===== src/hdl/dcqa_pkg.sv =====
`timescale 1ns / 1ps
// ============================================================================
// dcqa_pkg
// Shared types and constants of the dual-channel qualified averager: register
// indices, fixed field widths, controller states and the command and status
// groups between controller and datapath.
// ============================================================================
package dcqa_pkg;

    // Fixed field widths
    localparam int WIN_W     = 11;
    localparam int LIMIT_W   = 12;
    localparam int FLIM_W    = 8;
    localparam int CODE_W    = 16;
    localparam int VALUE_W   = 16;
    localparam int CFG_IDX_W = 3;

    // Configuration register indices
    localparam logic [CFG_IDX_W-1:0] CFG_WINDOW_LENGTH = 3'd0;
    localparam logic [CFG_IDX_W-1:0] CFG_VALID_LOW     = 3'd1;
    localparam logic [CFG_IDX_W-1:0] CFG_VALID_HIGH    = 3'd2;
    localparam logic [CFG_IDX_W-1:0] CFG_FAULT_LIMIT   = 3'd3;
    localparam logic [CFG_IDX_W-1:0] CFG_FAULT_CODE    = 3'd4;

    // Configuration reset values
    localparam logic [WIN_W-1:0]   RST_WINDOW_LENGTH = 11'd16;
    localparam logic [LIMIT_W-1:0] RST_VALID_LOW     = 12'd0;
    localparam logic [LIMIT_W-1:0] RST_VALID_HIGH    = 12'd4095;
    localparam logic [FLIM_W-1:0]  RST_FAULT_LIMIT   = 8'd3;
    localparam logic [CODE_W-1:0]  RST_FAULT_CODE    = 16'hFFFF;

    // Channel codes
    localparam logic CH_TEMP  = 1'b0;
    localparam logic CH_PRESS = 1'b1;

    // Controller states
    typedef enum logic [1:0] {
        ST_IDLE,
        ST_EVAL,
        ST_DIV,
        ST_PUSH
    } dcqa_state_t;

    // Controller to datapath
    typedef struct packed {
        logic ch;          // channel being worked on
        logic load;        // capture the input transaction
        logic qualify;     // apply the range check and accumulate
        logic div_start;   // launch the shared divider
        logic clear_acc;   // clear sum and count of the channel
        logic push;        // load the output register
        logic push_fault;  // pushed result is a fault report
        logic push_last;   // pushed result is the last of this transaction
    } dcqa_cmd_t;

    // Datapath to controller
    typedef struct packed {
        logic full;         // selected channel holds a complete window
        logic fault_emit;   // qualifying the selected channel reports a fault
        logic press_emits;  // pressure channel will give a result
        logic div_done;     // divider quotient ready
        logic out_free;     // output register can take a result
    } dcqa_status_t;

endpackage


===== src/hdl/dual_channel_qualified_averager_core.sv =====
`timescale 1ns / 1ps
// ============================================================================
// dual_channel_qualified_averager_core
// Block averager with range check for a temperature and a pressure channel.
// ============================================================================
// Each input transaction carries one temperature and one pressure sample; the
// temperature channel is handled first, then the pressure channel, and each
// may give one result (an average or a fault report), the final one of the
// transaction marked by last. Items are taken one at a time: a new
// transaction is taken only once both channels of the last one are done,
// and a result waits to be pushed while the output register still holds an
// earlier result. An average is formed by the shared restoring divider,
// which produces one quotient bit per cycle over a dividend of
// SUM_W = SAMPLE_BITS + clog2(MAX_WINDOW) bits (22 at the defaults). The
// output register lets the next transaction in while a result waits to be
// taken. Configuration writes are always accepted and must be made while the
// block is idle.
// ============================================================================
module dual_channel_qualified_averager_core #(
    parameter int SAMPLE_BITS = 12,
    parameter int MAX_WINDOW  = 1024
) (
    input  logic                            clk,
    input  logic                            rst_n,
    // configuration write channel
    input  logic                            cfg_valid,
    output logic                            cfg_ready,
    input  logic [dcqa_pkg::CFG_IDX_W-1:0]  cfg_index,
    input  logic [dcqa_pkg::CODE_W-1:0]     cfg_data,
    // input channel
    input  logic                            in_valid,
    output logic                            in_ready,
    input  logic [SAMPLE_BITS-1:0]          temp_sample,
    input  logic [SAMPLE_BITS-1:0]          press_sample,
    // output channel
    output logic                            out_valid,
    input  logic                            out_ready,
    output logic                            channel,
    output logic                            is_fault,
    output logic [dcqa_pkg::VALUE_W-1:0]    value,
    output logic                            last
);

    dcqa_pkg::dcqa_cmd_t    cmd;
    dcqa_pkg::dcqa_status_t status;

    assign cfg_ready = 1'b1;

    dcqa_ctrl u_ctrl (
        .clk      (clk),
        .rst_n    (rst_n),
        .in_valid (in_valid),
        .in_ready (in_ready),
        .cmd      (cmd),
        .status   (status)
    );

    dcqa_datapath #(
        .SAMPLE_BITS (SAMPLE_BITS),
        .MAX_WINDOW  (MAX_WINDOW)
    ) u_datapath (
        .clk          (clk),
        .rst_n        (rst_n),
        .cfg_valid    (cfg_valid),
        .cfg_index    (cfg_index),
        .cfg_data     (cfg_data),
        .temp_sample  (temp_sample),
        .press_sample (press_sample),
        .out_ready    (out_ready),
        .out_valid    (out_valid),
        .channel      (channel),
        .is_fault     (is_fault),
        .value        (value),
        .last         (last),
        .cmd          (cmd),
        .status       (status)
    );

endmodule


===== src/hdl/dcqa_div.sv =====
`timescale 1ns / 1ps
// ============================================================================
// dcqa_div
// Restoring divider shared by both channels, producing one quotient bit per cycle;
// only the low VALUE_W quotient bits are kept.
// ============================================================================
module dcqa_div #(
    parameter int DVD_W = 22,
    parameter int DVS_W = 11
) (
    input  logic                          clk,
    input  logic                          rst_n,
    input  logic                          start,
    input  logic [DVD_W-1:0]              dividend,
    input  logic [DVS_W-1:0]              divisor,
    output logic                          done,
    output logic [dcqa_pkg::VALUE_W-1:0]  quotient
);

    localparam int CNT_W = $clog2(DVD_W);

    logic                         busy_reg, busy_next;
    logic                         done_reg, done_next;
    logic [CNT_W-1:0]             cnt_reg, cnt_next;
    logic [DVD_W-1:0]             dvd_reg, dvd_next;
    logic [DVS_W-1:0]             dvs_reg, dvs_next;
    logic [DVS_W-1:0]             rem_reg, rem_next;
    logic [dcqa_pkg::VALUE_W-1:0] quo_reg, quo_next;

    logic [DVS_W:0] trial;
    logic [DVS_W:0] diff;
    logic           ge;

    // One restoring step
    assign trial = {rem_reg, dvd_reg[DVD_W-1]};
    assign ge    = trial >= {1'b0, dvs_reg};
    assign diff  = trial - {1'b0, dvs_reg};

    always_comb
    begin
        busy_next = busy_reg;
        done_next = 1'b0;
        cnt_next  = cnt_reg;
        dvd_next  = dvd_reg;
        dvs_next  = dvs_reg;
        rem_next  = rem_reg;
        quo_next  = quo_reg;
        if (start)
        begin
            busy_next = 1'b1;
            cnt_next  = '0;
            dvd_next  = dividend;
            dvs_next  = divisor;
            rem_next  = '0;
            quo_next  = '0;
        end
        else if (busy_reg)
        begin
            dvd_next = dvd_reg << 1;
            rem_next = ge ? diff[DVS_W-1:0] : trial[DVS_W-1:0];
            quo_next = {quo_reg[dcqa_pkg::VALUE_W-2:0], ge};
            cnt_next = cnt_reg + CNT_W'(1);
            if (cnt_reg == CNT_W'(DVD_W - 1))
            begin
                busy_next = 1'b0;
                done_next = 1'b1;
            end
        end
    end

    // Control state
    always_ff @(posedge clk or negedge rst_n)
    begin
        if (!rst_n)
        begin
            busy_reg <= 1'b0;
            done_reg <= 1'b0;
            cnt_reg  <= '0;
        end
        else
        begin
            busy_reg <= busy_next;
            done_reg <= done_next;
            cnt_reg  <= cnt_next;
        end
    end

    // Operands and partial results
    always_ff @(posedge clk)
    begin
        dvd_reg <= dvd_next;
        dvs_reg <= dvs_next;
        rem_reg <= rem_next;
        quo_reg <= quo_next;
    end

    assign done     = done_reg;
    assign quotient = quo_reg;

endmodule


===== src/hdl/dcqa_datapath.sv =====
`timescale 1ns / 1ps
// ============================================================================
// dcqa_datapath
// Configuration registers, per-channel accumulators, range check, shared
// divider and the output register.
// ============================================================================
module dcqa_datapath #(
    parameter int SAMPLE_BITS = 12,
    parameter int MAX_WINDOW  = 1024
) (
    input  logic                            clk,
    input  logic                            rst_n,
    // configuration
    input  logic                            cfg_valid,
    input  logic [dcqa_pkg::CFG_IDX_W-1:0]  cfg_index,
    input  logic [dcqa_pkg::CODE_W-1:0]     cfg_data,
    // input payload
    input  logic [SAMPLE_BITS-1:0]          temp_sample,
    input  logic [SAMPLE_BITS-1:0]          press_sample,
    // output channel
    input  logic                            out_ready,
    output logic                            out_valid,
    output logic                            channel,
    output logic                            is_fault,
    output logic [dcqa_pkg::VALUE_W-1:0]    value,
    output logic                            last,
    // controller
    input  dcqa_pkg::dcqa_cmd_t             cmd,
    output dcqa_pkg::dcqa_status_t          status
);

    localparam int SUM_W = SAMPLE_BITS + $clog2(MAX_WINDOW);
    localparam int CNT_W = $clog2(MAX_WINDOW + 1);
    localparam int CMP_W = (SAMPLE_BITS > dcqa_pkg::LIMIT_W) ? SAMPLE_BITS : dcqa_pkg::LIMIT_W;

    // Configuration registers
    logic [dcqa_pkg::WIN_W-1:0]   window_length_reg;
    logic [dcqa_pkg::LIMIT_W-1:0] valid_low_reg;
    logic [dcqa_pkg::LIMIT_W-1:0] valid_high_reg;
    logic [dcqa_pkg::FLIM_W-1:0]  fault_limit_reg;
    logic [dcqa_pkg::CODE_W-1:0]  fault_code_reg;

    // Captured samples and channel state
    logic [SAMPLE_BITS-1:0]       temp_sample_reg, press_sample_reg;
    logic [SUM_W-1:0]             temp_sum_reg, press_sum_reg;
    logic [CNT_W-1:0]             temp_count_reg, press_count_reg;
    logic [dcqa_pkg::FLIM_W-1:0]  temp_faults_reg, press_faults_reg;

    // Output register
    logic                         out_valid_reg, out_valid_next;
    logic                         channel_reg, is_fault_reg, last_reg;
    logic [dcqa_pkg::VALUE_W-1:0] value_reg;

    logic [CNT_W-1:0]             eff_win;
    logic [SAMPLE_BITS-1:0]       sel_sample;
    logic [SUM_W-1:0]             sel_sum;
    logic [CNT_W-1:0]             sel_count;
    logic [dcqa_pkg::FLIM_W-1:0]  sel_faults;
    logic                         sel_faulty;
    logic [dcqa_pkg::FLIM_W-1:0]  sel_faults_inc;
    logic                         sel_emit;
    logic [SUM_W-1:0]             new_sum;
    logic [CNT_W-1:0]             new_count;
    logic [dcqa_pkg::FLIM_W-1:0]  new_faults;
    logic                         press_full, press_faulty;
    logic [dcqa_pkg::FLIM_W-1:0]  press_faults_inc;
    logic                         div_done;
    logic [dcqa_pkg::VALUE_W-1:0] quotient;

    // Window clamped to 1..MAX_WINDOW
    always_comb
    begin
        if (window_length_reg == '0)
            eff_win = CNT_W'(1);
        else if (32'(window_length_reg) > 32'(MAX_WINDOW))
            eff_win = CNT_W'(MAX_WINDOW);
        else
            eff_win = CNT_W'(window_length_reg);
    end

    // Selected channel
    assign sel_sample = (cmd.ch == dcqa_pkg::CH_PRESS) ? press_sample_reg : temp_sample_reg;
    assign sel_sum    = (cmd.ch == dcqa_pkg::CH_PRESS) ? press_sum_reg    : temp_sum_reg;
    assign sel_count  = (cmd.ch == dcqa_pkg::CH_PRESS) ? press_count_reg  : temp_count_reg;
    assign sel_faults = (cmd.ch == dcqa_pkg::CH_PRESS) ? press_faults_reg : temp_faults_reg;

    // Range check and accumulation of the selected channel
    assign sel_faulty = (CMP_W'(sel_sample) <= CMP_W'(valid_low_reg))
                     || (CMP_W'(sel_sample) >= CMP_W'(valid_high_reg));
    assign sel_faults_inc = sel_faulty ? (sel_faults + dcqa_pkg::FLIM_W'(1)) : '0;
    assign sel_emit   = sel_faults_inc >= fault_limit_reg;
    assign new_sum    = sel_faulty ? '0 : (sel_sum + SUM_W'(sel_sample));
    assign new_count  = sel_faulty ? '0 : (sel_count + CNT_W'(1));
    assign new_faults = sel_emit ? '0 : sel_faults_inc;

    // Look-ahead on the pressure channel, for the last flag of a temperature result
    assign press_full   = press_count_reg >= eff_win;
    assign press_faulty = (CMP_W'(press_sample_reg) <= CMP_W'(valid_low_reg))
                       || (CMP_W'(press_sample_reg) >= CMP_W'(valid_high_reg));
    assign press_faults_inc = press_faulty ? (press_faults_reg + dcqa_pkg::FLIM_W'(1)) : '0;

    always_comb
    begin
        status.full        = sel_count >= eff_win;
        status.fault_emit  = sel_emit;
        status.press_emits = press_full || (press_faults_inc >= fault_limit_reg);
        status.div_done    = div_done;
        status.out_free    = !out_valid_reg || out_ready;
    end

    // Shared divider
    dcqa_div #(
        .DVD_W (SUM_W),
        .DVS_W (CNT_W)
    ) u_div (
        .clk      (clk),
        .rst_n    (rst_n),
        .start    (cmd.div_start),
        .dividend (sel_sum),
        .divisor  (sel_count),
        .done     (div_done),
        .quotient (quotient)
    );

    // Configuration writes
    always_ff @(posedge clk or negedge rst_n)
    begin
        if (!rst_n)
        begin
            window_length_reg <= dcqa_pkg::RST_WINDOW_LENGTH;
            valid_low_reg     <= dcqa_pkg::RST_VALID_LOW;
            valid_high_reg    <= dcqa_pkg::RST_VALID_HIGH;
            fault_limit_reg   <= dcqa_pkg::RST_FAULT_LIMIT;
            fault_code_reg    <= dcqa_pkg::RST_FAULT_CODE;
        end
        else if (cfg_valid)
        begin
            case (cfg_index)
                dcqa_pkg::CFG_WINDOW_LENGTH: window_length_reg <= cfg_data[dcqa_pkg::WIN_W-1:0];
                dcqa_pkg::CFG_VALID_LOW:     valid_low_reg     <= cfg_data[dcqa_pkg::LIMIT_W-1:0];
                dcqa_pkg::CFG_VALID_HIGH:    valid_high_reg    <= cfg_data[dcqa_pkg::LIMIT_W-1:0];
                dcqa_pkg::CFG_FAULT_LIMIT:   fault_limit_reg   <= cfg_data[dcqa_pkg::FLIM_W-1:0];
                dcqa_pkg::CFG_FAULT_CODE:    fault_code_reg    <= cfg_data;
                default: ;
            endcase
        end
    end

    // Input capture
    always_ff @(posedge clk)
    begin
        if (cmd.load)
        begin
            temp_sample_reg  <= temp_sample;
            press_sample_reg <= press_sample;
        end
    end

    // Channel state
    always_ff @(posedge clk or negedge rst_n)
    begin
        if (!rst_n)
        begin
            temp_sum_reg     <= '0;
            temp_count_reg   <= '0;
            temp_faults_reg  <= '0;
            press_sum_reg    <= '0;
            press_count_reg  <= '0;
            press_faults_reg <= '0;
        end
        else if (cmd.qualify)
        begin
            if (cmd.ch == dcqa_pkg::CH_PRESS)
            begin
                press_sum_reg    <= new_sum;
                press_count_reg  <= new_count;
                press_faults_reg <= new_faults;
            end
            else
            begin
                temp_sum_reg    <= new_sum;
                temp_count_reg  <= new_count;
                temp_faults_reg <= new_faults;
            end
        end
        else if (cmd.clear_acc)
        begin
            if (cmd.ch == dcqa_pkg::CH_PRESS)
            begin
                press_sum_reg   <= '0;
                press_count_reg <= '0;
            end
            else
            begin
                temp_sum_reg   <= '0;
                temp_count_reg <= '0;
            end
        end
    end

    // Output register
    always_comb
    begin
        out_valid_next = out_valid_reg;
        if (cmd.push)
            out_valid_next = 1'b1;
        else if (out_ready)
            out_valid_next = 1'b0;
    end

    always_ff @(posedge clk or negedge rst_n)
    begin
        if (!rst_n)
            out_valid_reg <= 1'b0;
        else
            out_valid_reg <= out_valid_next;
    end

    always_ff @(posedge clk)
    begin
        if (cmd.push)
        begin
            channel_reg  <= cmd.ch;
            is_fault_reg <= cmd.push_fault;
            value_reg    <= cmd.push_fault ? fault_code_reg : quotient;
            last_reg     <= cmd.push_last;
        end
    end

    assign out_valid = out_valid_reg;
    assign channel   = channel_reg;
    assign is_fault  = is_fault_reg;
    assign value     = value_reg;
    assign last      = last_reg;

endmodule


===== src/hdl/dcqa_ctrl.sv =====
`timescale 1ns / 1ps
// ============================================================================
// dcqa_ctrl
// Controller: takes one input transaction, then walks the temperature and the
// pressure channel in turn, launching the divider and pushing results.
// ============================================================================
module dcqa_ctrl (
    input  logic                    clk,
    input  logic                    rst_n,
    input  logic                    in_valid,
    output logic                    in_ready,
    output dcqa_pkg::dcqa_cmd_t     cmd,
    input  dcqa_pkg::dcqa_status_t  status
);

    dcqa_pkg::dcqa_state_t state_reg, state_next;
    logic                  ch_reg, ch_next;
    logic                  fault_reg, fault_next;

    // Next state
    always_comb
    begin
        state_next = state_reg;
        ch_next    = ch_reg;
        fault_next = fault_reg;
        case (state_reg)
            dcqa_pkg::ST_IDLE:
            begin
                if (in_valid)
                begin
                    state_next = dcqa_pkg::ST_EVAL;
                    ch_next    = dcqa_pkg::CH_TEMP;
                end
            end
            dcqa_pkg::ST_EVAL:
            begin
                fault_next = !status.full;
                if (status.full)
                    state_next = dcqa_pkg::ST_DIV;
                else if (status.fault_emit)
                    state_next = dcqa_pkg::ST_PUSH;
                else if (ch_reg == dcqa_pkg::CH_TEMP)
                    ch_next = dcqa_pkg::CH_PRESS;
                else
                    state_next = dcqa_pkg::ST_IDLE;
            end
            dcqa_pkg::ST_DIV:
            begin
                if (status.div_done)
                    state_next = dcqa_pkg::ST_PUSH;
            end
            dcqa_pkg::ST_PUSH:
            begin
                if (status.out_free)
                begin
                    if (ch_reg == dcqa_pkg::CH_TEMP)
                    begin
                        state_next = dcqa_pkg::ST_EVAL;
                        ch_next    = dcqa_pkg::CH_PRESS;
                    end
                    else
                        state_next = dcqa_pkg::ST_IDLE;
                end
            end
            default: state_next = dcqa_pkg::ST_IDLE;
        endcase
    end

    // Outputs
    always_comb
    begin
        in_ready       = 1'b0;
        cmd            = '0;
        cmd.ch         = ch_reg;
        cmd.push_fault = fault_reg;
        cmd.push_last  = (ch_reg == dcqa_pkg::CH_PRESS) || !status.press_emits;
        case (state_reg)
            dcqa_pkg::ST_IDLE:
            begin
                in_ready = 1'b1;
                cmd.load = in_valid;
            end
            dcqa_pkg::ST_EVAL:
            begin
                cmd.div_start = status.full;
                cmd.qualify   = !status.full;
            end
            dcqa_pkg::ST_DIV:  cmd.clear_acc = status.div_done;
            dcqa_pkg::ST_PUSH: cmd.push      = status.out_free;
            default: ;
        endcase
    end

    // State registers
    always_ff @(posedge clk or negedge rst_n)
    begin
        if (!rst_n)
        begin
            state_reg <= dcqa_pkg::ST_IDLE;
            ch_reg    <= dcqa_pkg::CH_TEMP;
            fault_reg <= 1'b0;
        end
        else
        begin
            state_reg <= state_next;
            ch_reg    <= ch_next;
            fault_reg <= fault_next;
        end
    end

endmodule


===== config.mk =====
export PLATFORM = sky130hd
export DESIGN_NAME = dual_channel_qualified_averager_core
export DESIGN_NICKNAME = d
export VERILOG_FILES = /design/src/hdl/dcqa_pkg.sv /design/src/hdl/dual_channel_qualified_averager_core.sv /design/src/hdl/dcqa_div.sv /design/src/hdl/dcqa_datapath.sv /design/src/hdl/dcqa_ctrl.sv
export SDC_FILE = /design/constraint.sdc
export NUM_CORES = 1
export LEC_CHECK = 0
export BUFFER_PORTS_ARGS = -buffer_cell sky130_fd_sc_hd__buf_2
export CAP_MARGIN = 25
export CORE_MARGIN = 2
export CORE_UTILIZATION = 50
export CTS_BUF_LIST = sky130_fd_sc_hd__clkbuf_2
export DETAILED_ROUTE_END_ITERATION = 6
export PLACE_DENSITY = 0.64
export SLEW_MARGIN = 20
export SYNTH_ARGS = -nofsm -noshare
export SYNTH_HDL_FRONTEND = slang
export SYNTH_SLANG_ARGS = --single-unit

===== constraint.sdc =====
create_clock -name clk -period 6.9 [get_ports clk]
set_input_delay 0.69 -clock clk [delete_from_list [all_inputs] [get_ports clk]]
set_output_delay 0.69 -clock clk [all_outputs]
set_load 0.1 [all_outputs]

**Word level (Yosys, flattened, before mapping)**

Cells that the tools add are included.

- Bitwise logic cells: 1
- Add/subtract/negate cells: 6
- $lt $le $gt $ge: 10
- Equality and inequality tests: 14
- Reductions and logical operators: 26
- Muxes and demuxes: 59

Operators by type and width:

| operator | number |
|---|---|
| 22-bit 2-to-1 mux | 12 |
| 11-bit 2-to-1 mux | 13 |
| 8-bit 2-to-1 mux | 4 |
| 12-bit >= comparator | 2 |
| 12-bit less-or-equal comparator | 2 |
| 22-bit by 12-bit adder with 22-bit output | 1 |
| 11-bit >= comparator | 2 |
| 2-bit AND reduction | 9 |
| 1-bit 2-to-1 mux | 17 |
| 8-bit by 1-bit adder with 8-bit output (second input constant) | 2 |
| 8-bit >= comparator | 2 |
| 16-bit 2-to-1 mux | 1 |
| 2-bit 2-to-1 mux | 7 |
| 12-bit by 11-bit >= comparator with 1-bit output | 1 |
| 12-bit 2-to-1 mux | 1 |
| 11-bit by 1-bit adder with 11-bit output (second input constant) | 1 |
| 11-bit > comparator (second input constant) | 1 |
| 11-bit logical NOT | 1 |
| 11-bit subtractor | 1 |
| 5-bit 2-to-1 mux | 2 |
| 2-bit one-hot mux with 4 select lines | 1 |
| 3-bit by 2-bit == test with 1-bit output (second input constant) | 2 |
| 2-bit != test (second input constant) | 3 |
| 2-bit nonzero test | 3 |
| 17 further kinds | 25 |

- Logic and storage cells: 144
- Input bits: 48
- Output and inout bits: 22
- Register bits after elaboration: 256

**Depth between registers and ports, before layout**

- Depth after elaboration: 8
- Depth in mapped cells: 24
- Mapped depth without buffers: 17

**Hierarchy**

From an unflattened synthesis, not the netlist that was laid out.

- Cells, all modules: 1321
- Area total of the unflattened synthesis: 14137.3 um^2

By module, submodules not included:

| module | cells each | seq. area each (um^2) | instances | area an instance (um^2) |
|---|---|---|---|---|
| dcqa_datapath | 1013 | 4883.4 | 1 | 10716.5 |
| dcqa_div | 273 | 1706.6 | 1 | 3141.8 |
| dcqa_ctrl | 33 | 100.1 | 1 | 267.8 |
| dual_channel_qualified_averager_core | 2 | 0.0 | 1 | 11.3 |

**Worst setup path after synthesis**

OpenSTA, ideal clock, no wires.

- Kind: reg2reg
- Start point: reg u_ctrl.ch_reg
- End point: reg u_datapath.temp_faults_reg[1] (netlist bit)
- Period minus slack after synthesis: 5250 ps
- Required time: 6817 ps
- Data arrival time: 5167 ps
- Setup time: 83 ps
- Setup slack: 1650 ps
- Buffers on the path: 8
- Stages on the path, launching flop included: 24
- Path through: dfrtp_1 > buf_4 > buf_4 > buf_4 > buf_2 > clkbuf_1 > buf_2 > mux2_2 > ha_1 > a21o_1 > nand3_1 > a21oi_1 > a2111oi_2 > nor2_1 > clkbuf_1 > buf_2 > or2_2 > ha_1 > nor2b_1 > o21ai_0 > a41oi_1 > a21oi_1 > or3b_2 > o21ai_0

- Word-level cells in the longest chain between the ends: 6
- Elaborated cells on any way between the ends: 15
- Those cells by class: 1 x add/sub; 4 x order compare; 6 x mux; 1 x bitwise; 3 x reduce/logical

RTL lines:

| element | line | source |
|---|---|---|
| start, declared | dcqa_ctrl.sv:17 | `logic ch_reg, ch_next;` |
| start signal, assigned | dcqa_ctrl.sv:100 | `ch_reg <= dcqa_pkg::CH_TEMP;` |
| start signal, assigned | dcqa_ctrl.sv:106 | `ch_reg <= ch_next;` |
| 12-bit 2-to-1 mux | dcqa_datapath.sv:82 | `assign sel_sample = (cmd.ch == dcqa_pkg::CH_PRESS) ? press_sample_reg : temp_sample_reg;` |
| 12-bit less-or-equal comparator or 12-bit >= comparator (tied branches) | dcqa_datapath.sv:88, dcqa_datapath.sv:89 |  |
| 1-bit logical OR | dcqa_datapath.sv:89 | `\|\| (CMP_W'(sel_sample) >= CMP_W'(valid_high_reg));` |
| 8-bit 2-to-1 mux | dcqa_datapath.sv:90 | `assign sel_faults_inc = sel_faulty ? (sel_faults + dcqa_pkg::FLIM_W'(1)) : '0;` |
| 8-bit >= comparator | dcqa_datapath.sv:91 | `assign sel_emit = sel_faults_inc >= fault_limit_reg;` |
| 8-bit 2-to-1 mux | dcqa_datapath.sv:94 | `assign new_faults = sel_emit ? '0 : sel_faults_inc;` |
| end signal, assigned | dcqa_datapath.sv:183 | `temp_faults_reg <= new_faults;` |
| end, declared | dcqa_datapath.sv:47 | `logic [dcqa_pkg::FLIM_W-1:0] temp_faults_reg, press_faults_reg;` |

Several ways; a longest one is shown, not always the timed one.
A chain may end at the register's enable or synchronous reset.

**Worst setup path in the final report**

- Start point: reg u_ctrl.ch_reg
- End point: reg u_datapath.press_faults_reg[1] (netlist bit)

- Word-level cells in the longest chain between the ends: 6
- Elaborated cells on any way between the ends: 14
- Those cells by class: 1 x add/sub; 4 x order compare; 6 x mux; 3 x reduce/logical

RTL lines:

| element | line | source |
|---|---|---|
| 12-bit 2-to-1 mux | dcqa_datapath.sv:82 |  |
| 12-bit less-or-equal comparator or 12-bit >= comparator (tied branches) | dcqa_datapath.sv:88, dcqa_datapath.sv:89 |  |
| 1-bit logical OR | dcqa_datapath.sv:89 |  |
| 8-bit 2-to-1 mux | dcqa_datapath.sv:90 |  |
| 8-bit >= comparator | dcqa_datapath.sv:91 |  |
| 8-bit 2-to-1 mux | dcqa_datapath.sv:94 |  |
| end signal, assigned | dcqa_datapath.sv:177 | `press_faults_reg <= new_faults;` |
| end, declared | dcqa_datapath.sv:47 |  |

Several ways; a longest one is shown, not always the timed one.

==> impl_metrics.ini <==
[global_route]
grt_pass1_wl_um = 55630
grt_max_degree = 96
antenna_found_initial = 1
gr-total-overflow = 0
grt_use_total_pct = 23.95
grt_pass1_vias = 10830

[layout]
postLayoutCoreUtil_pct = 56.99
multi_input_area_mm2 = 0.006993
drive_gt1_share_pct = 22.26
fin_cells = 1921
nFillCells = 2433
area.sequential_mm2 = 0.006695
area_growth_pct = 11.98
finish.net_count = 1647

[timing]
hold_viol = 0
post-route-period-util_pct = 75.34
setup_viol = 0
relSlewSlack_pct = 32.07
drv_slew = 0
rsz0062_at_grt = false
skew_ns = 0.09258
setup-tns-final_ns = 0
fmax_mhz = 192.4
worst_pin_slew_ns = 1.019
period_needed_ns = 5.198

[floorplan]
rows = 61
initial_core_util_pct = 50.89
dieArea_mm2 = 0.02972
boundaryPins = 70
die_w_um = 172.4
core_mm2 = 0.02786
die_y_um = 172.4

[worst_hold_path]
holdPathStages = 3
hold_end = u_datapath.valid_high_reg[8]
hp-class = in2reg
min_from = cfg_data[8]

[detailed_routing]
vias_per_cell = 5.510
drt_pass1_iterations = 5
vias = 10590
ant_nets = 0
wirelength_um = 33770
drc = 0
wl_per_cell_um = 17.58
drtIter0Drc = 642

[synthesis]
syn_area_mm2 = 0.01418
synth_cells = 1358
syn_avg_cell_area_um2 = 10.44
synth_top_area_cell = dfrtp_1
async_reset_ff_share_pct = 59.77
yosys_register_bits = 256
ys_top_cells_by_count = nand2_1 (146), dfrtp_1 (122), ha_1 (114)
ys.flop_type = dfrtp_1
synth.yosys.seq_area_share_pct = 47.19
synth_warnings = 0
synthTopCellsByArea = dfrtp_1 (22%), edfxtp_1 (16%), ha_1 (10%), mux2_2 (7.7%), dfstp_2 (5.7%)
yosysUniqueCellTypes = 66
yosysMostFrequentCell = nand2_1
synth_edf_count = 76
synth_nets = 1522
synth_top_cell_area_share_pct = 21.53

[critical_path]
crit_type = reg2reg
cp-start-kind = register
r2r_slack_ns = 1.70
timing.rr.start = u_ctrl.ch_reg
worst_r2r_endpoint = u_datapath.press_faults_reg[1]
required_ns = 7.68
arrival_ns = 5.97
rr_worst_depth = 17
critPathCaptureType = register
cp_max_fo = 51

[clock_tree]
cts.sinks = 256
cts_tree = yes
cts.clk_slew.worst_paths_ns = 0.11
numCtsBuffers = 70
cts-root-buf = clkbuf_2
clock_path_buffers = 3
htree_num_levels = 3
cts_setup_buffers = 0
worstSkewPairLatency_ns = 0.87

[run_status]
status = finished clean

[place]
port_buffers = 68
dp.cells = 1759
dp_hpwl_um = 22990
gp_congestion = 0.8614

[run]
max-cap-violations = 0

[power]
ir_drop_uv = 168.4
p_per_area_mw_per_mm2 = 393.1
power_leakage_uw = 0.007162
[critical path, cell delays in order (launching register included)]
cell and delay, ns:
dfrtp_4 0.91, mux2_2 0.45, ha_1 0.32, a211oi_2 0.23
nor2_1 0.08, a2111oi_2 0.32, o31ai_1 0.21, nor2_1 0.65
buf_4 0.31, nor2_1 0.07, ha_1 0.32, nand3_1 0.09
nand2_1 0.05, a41oi_1 0.17, a21oi_1 0.09, buf_4 0.19
or3b_2 0.46, o21ai_0 0.17
[worst max-delay path by stage]
stage,start,end,slack [ns],depth (start not counted)
2_1_floorplan,u_ctrl.ch_reg,u_datapath.temp_faults_reg[1],1.65,23
3_3_place_gp,u_ctrl.ch_reg,u_datapath.press_faults_reg[1],1.93,17
3_5_place_dp,u_ctrl.ch_reg,u_datapath.press_faults_reg[1],1.81,17
4_1_cts,u_ctrl.ch_reg,u_datapath.press_faults_reg[1],1.74,17
5_1_grt,u_ctrl.ch_reg,u_datapath.press_faults_reg[1],1.33,17
6_report,u_ctrl.ch_reg,u_datapath.press_faults_reg[1],1.70,17
[stage by stage]
| stage | hold WS, ns | area [µm²] | power, µW | setup slack (ns) |
|---|---|---|---|---|
| 2_1_floorplan | 0.3944 | 14180 | 4434 | 1.650 |
| 3_3_place_gp | 0.4528 | 14880 | 5043 | 1.931 |
| 3_5_place_dp | 0.4612 | 14890 | 5100 | 1.812 |
| 4_1_cts | 0.03921 | 15860 | 6280 | 1.744 |
| 5_1_grt | 0.1112 | 15880 | 6753 | 1.331 |
| 6_report | 0.1001 | 15880 | 6241 | 1.702 |
[logic make-up after synthesis]
kind of cell             after synthesis  synth area share (%)
XOR/XNOR                              33                 2.039
AND/OR/NAND/NOR                      366                 12.00
buffers and inverters                128                 3.583
multiplexers                         138                 10.60
adder cells (fa/ha/maj)              116                 10.34
other                                  1               0.02645
AO/OA/AOI/OAI                        320                 14.22
flip-flops                           256                 47.19
[area by class of cell]
cell class,instances,share of cell area (%)
diodes,2,0.03152
clock inverters,33,1.269
repair buffers,116,4.910
inverters,65,1.537
clock buffers,97,3.058
multi-input cells,974,44.05
well taps,378,2.979
flip-flops and latches,256,42.17
[placed cells by master (no fill, tap or decap), drive strengths merged, types with 40 or more instances in the layout]
cell type / Yosys / routed
a21oi: 71 / 71
buf: 19 / 87
inv: 65 / 67
nand2: 146 / 146
edfxtp: 76 / 76
mux2i: 41 / 41
clkbuf: 44 / 97
nand3: 40 / 40
o21ai: 105 / 105
dfrtp: 122 / 122
mux2: 97 / 97
nor2: 74 / 74
ha: 114 / 114
[layer usage]
layer  GRT usage, %  share of wire [%]  vias up
met3          4.417                3.9       68
met2          39.08                 46      237
met5              0                  0        -
met1          31.90                 47     5042
li1               -                  -     5238
met4          8.878                2.7        0
[report_power, final]
part	total (µW)	switching, µW	internal, µW
Sequential	2370	304	2070
Combinational	2730	1670	1060
Clock	1140	668	469
[repair_timing]
action	CTS	global route
gates resized for setup	0	0
hold buffers	29	0
endpoints found under the hold margin	93	0
No activity file was read; power rests on OpenSTA's default activity.
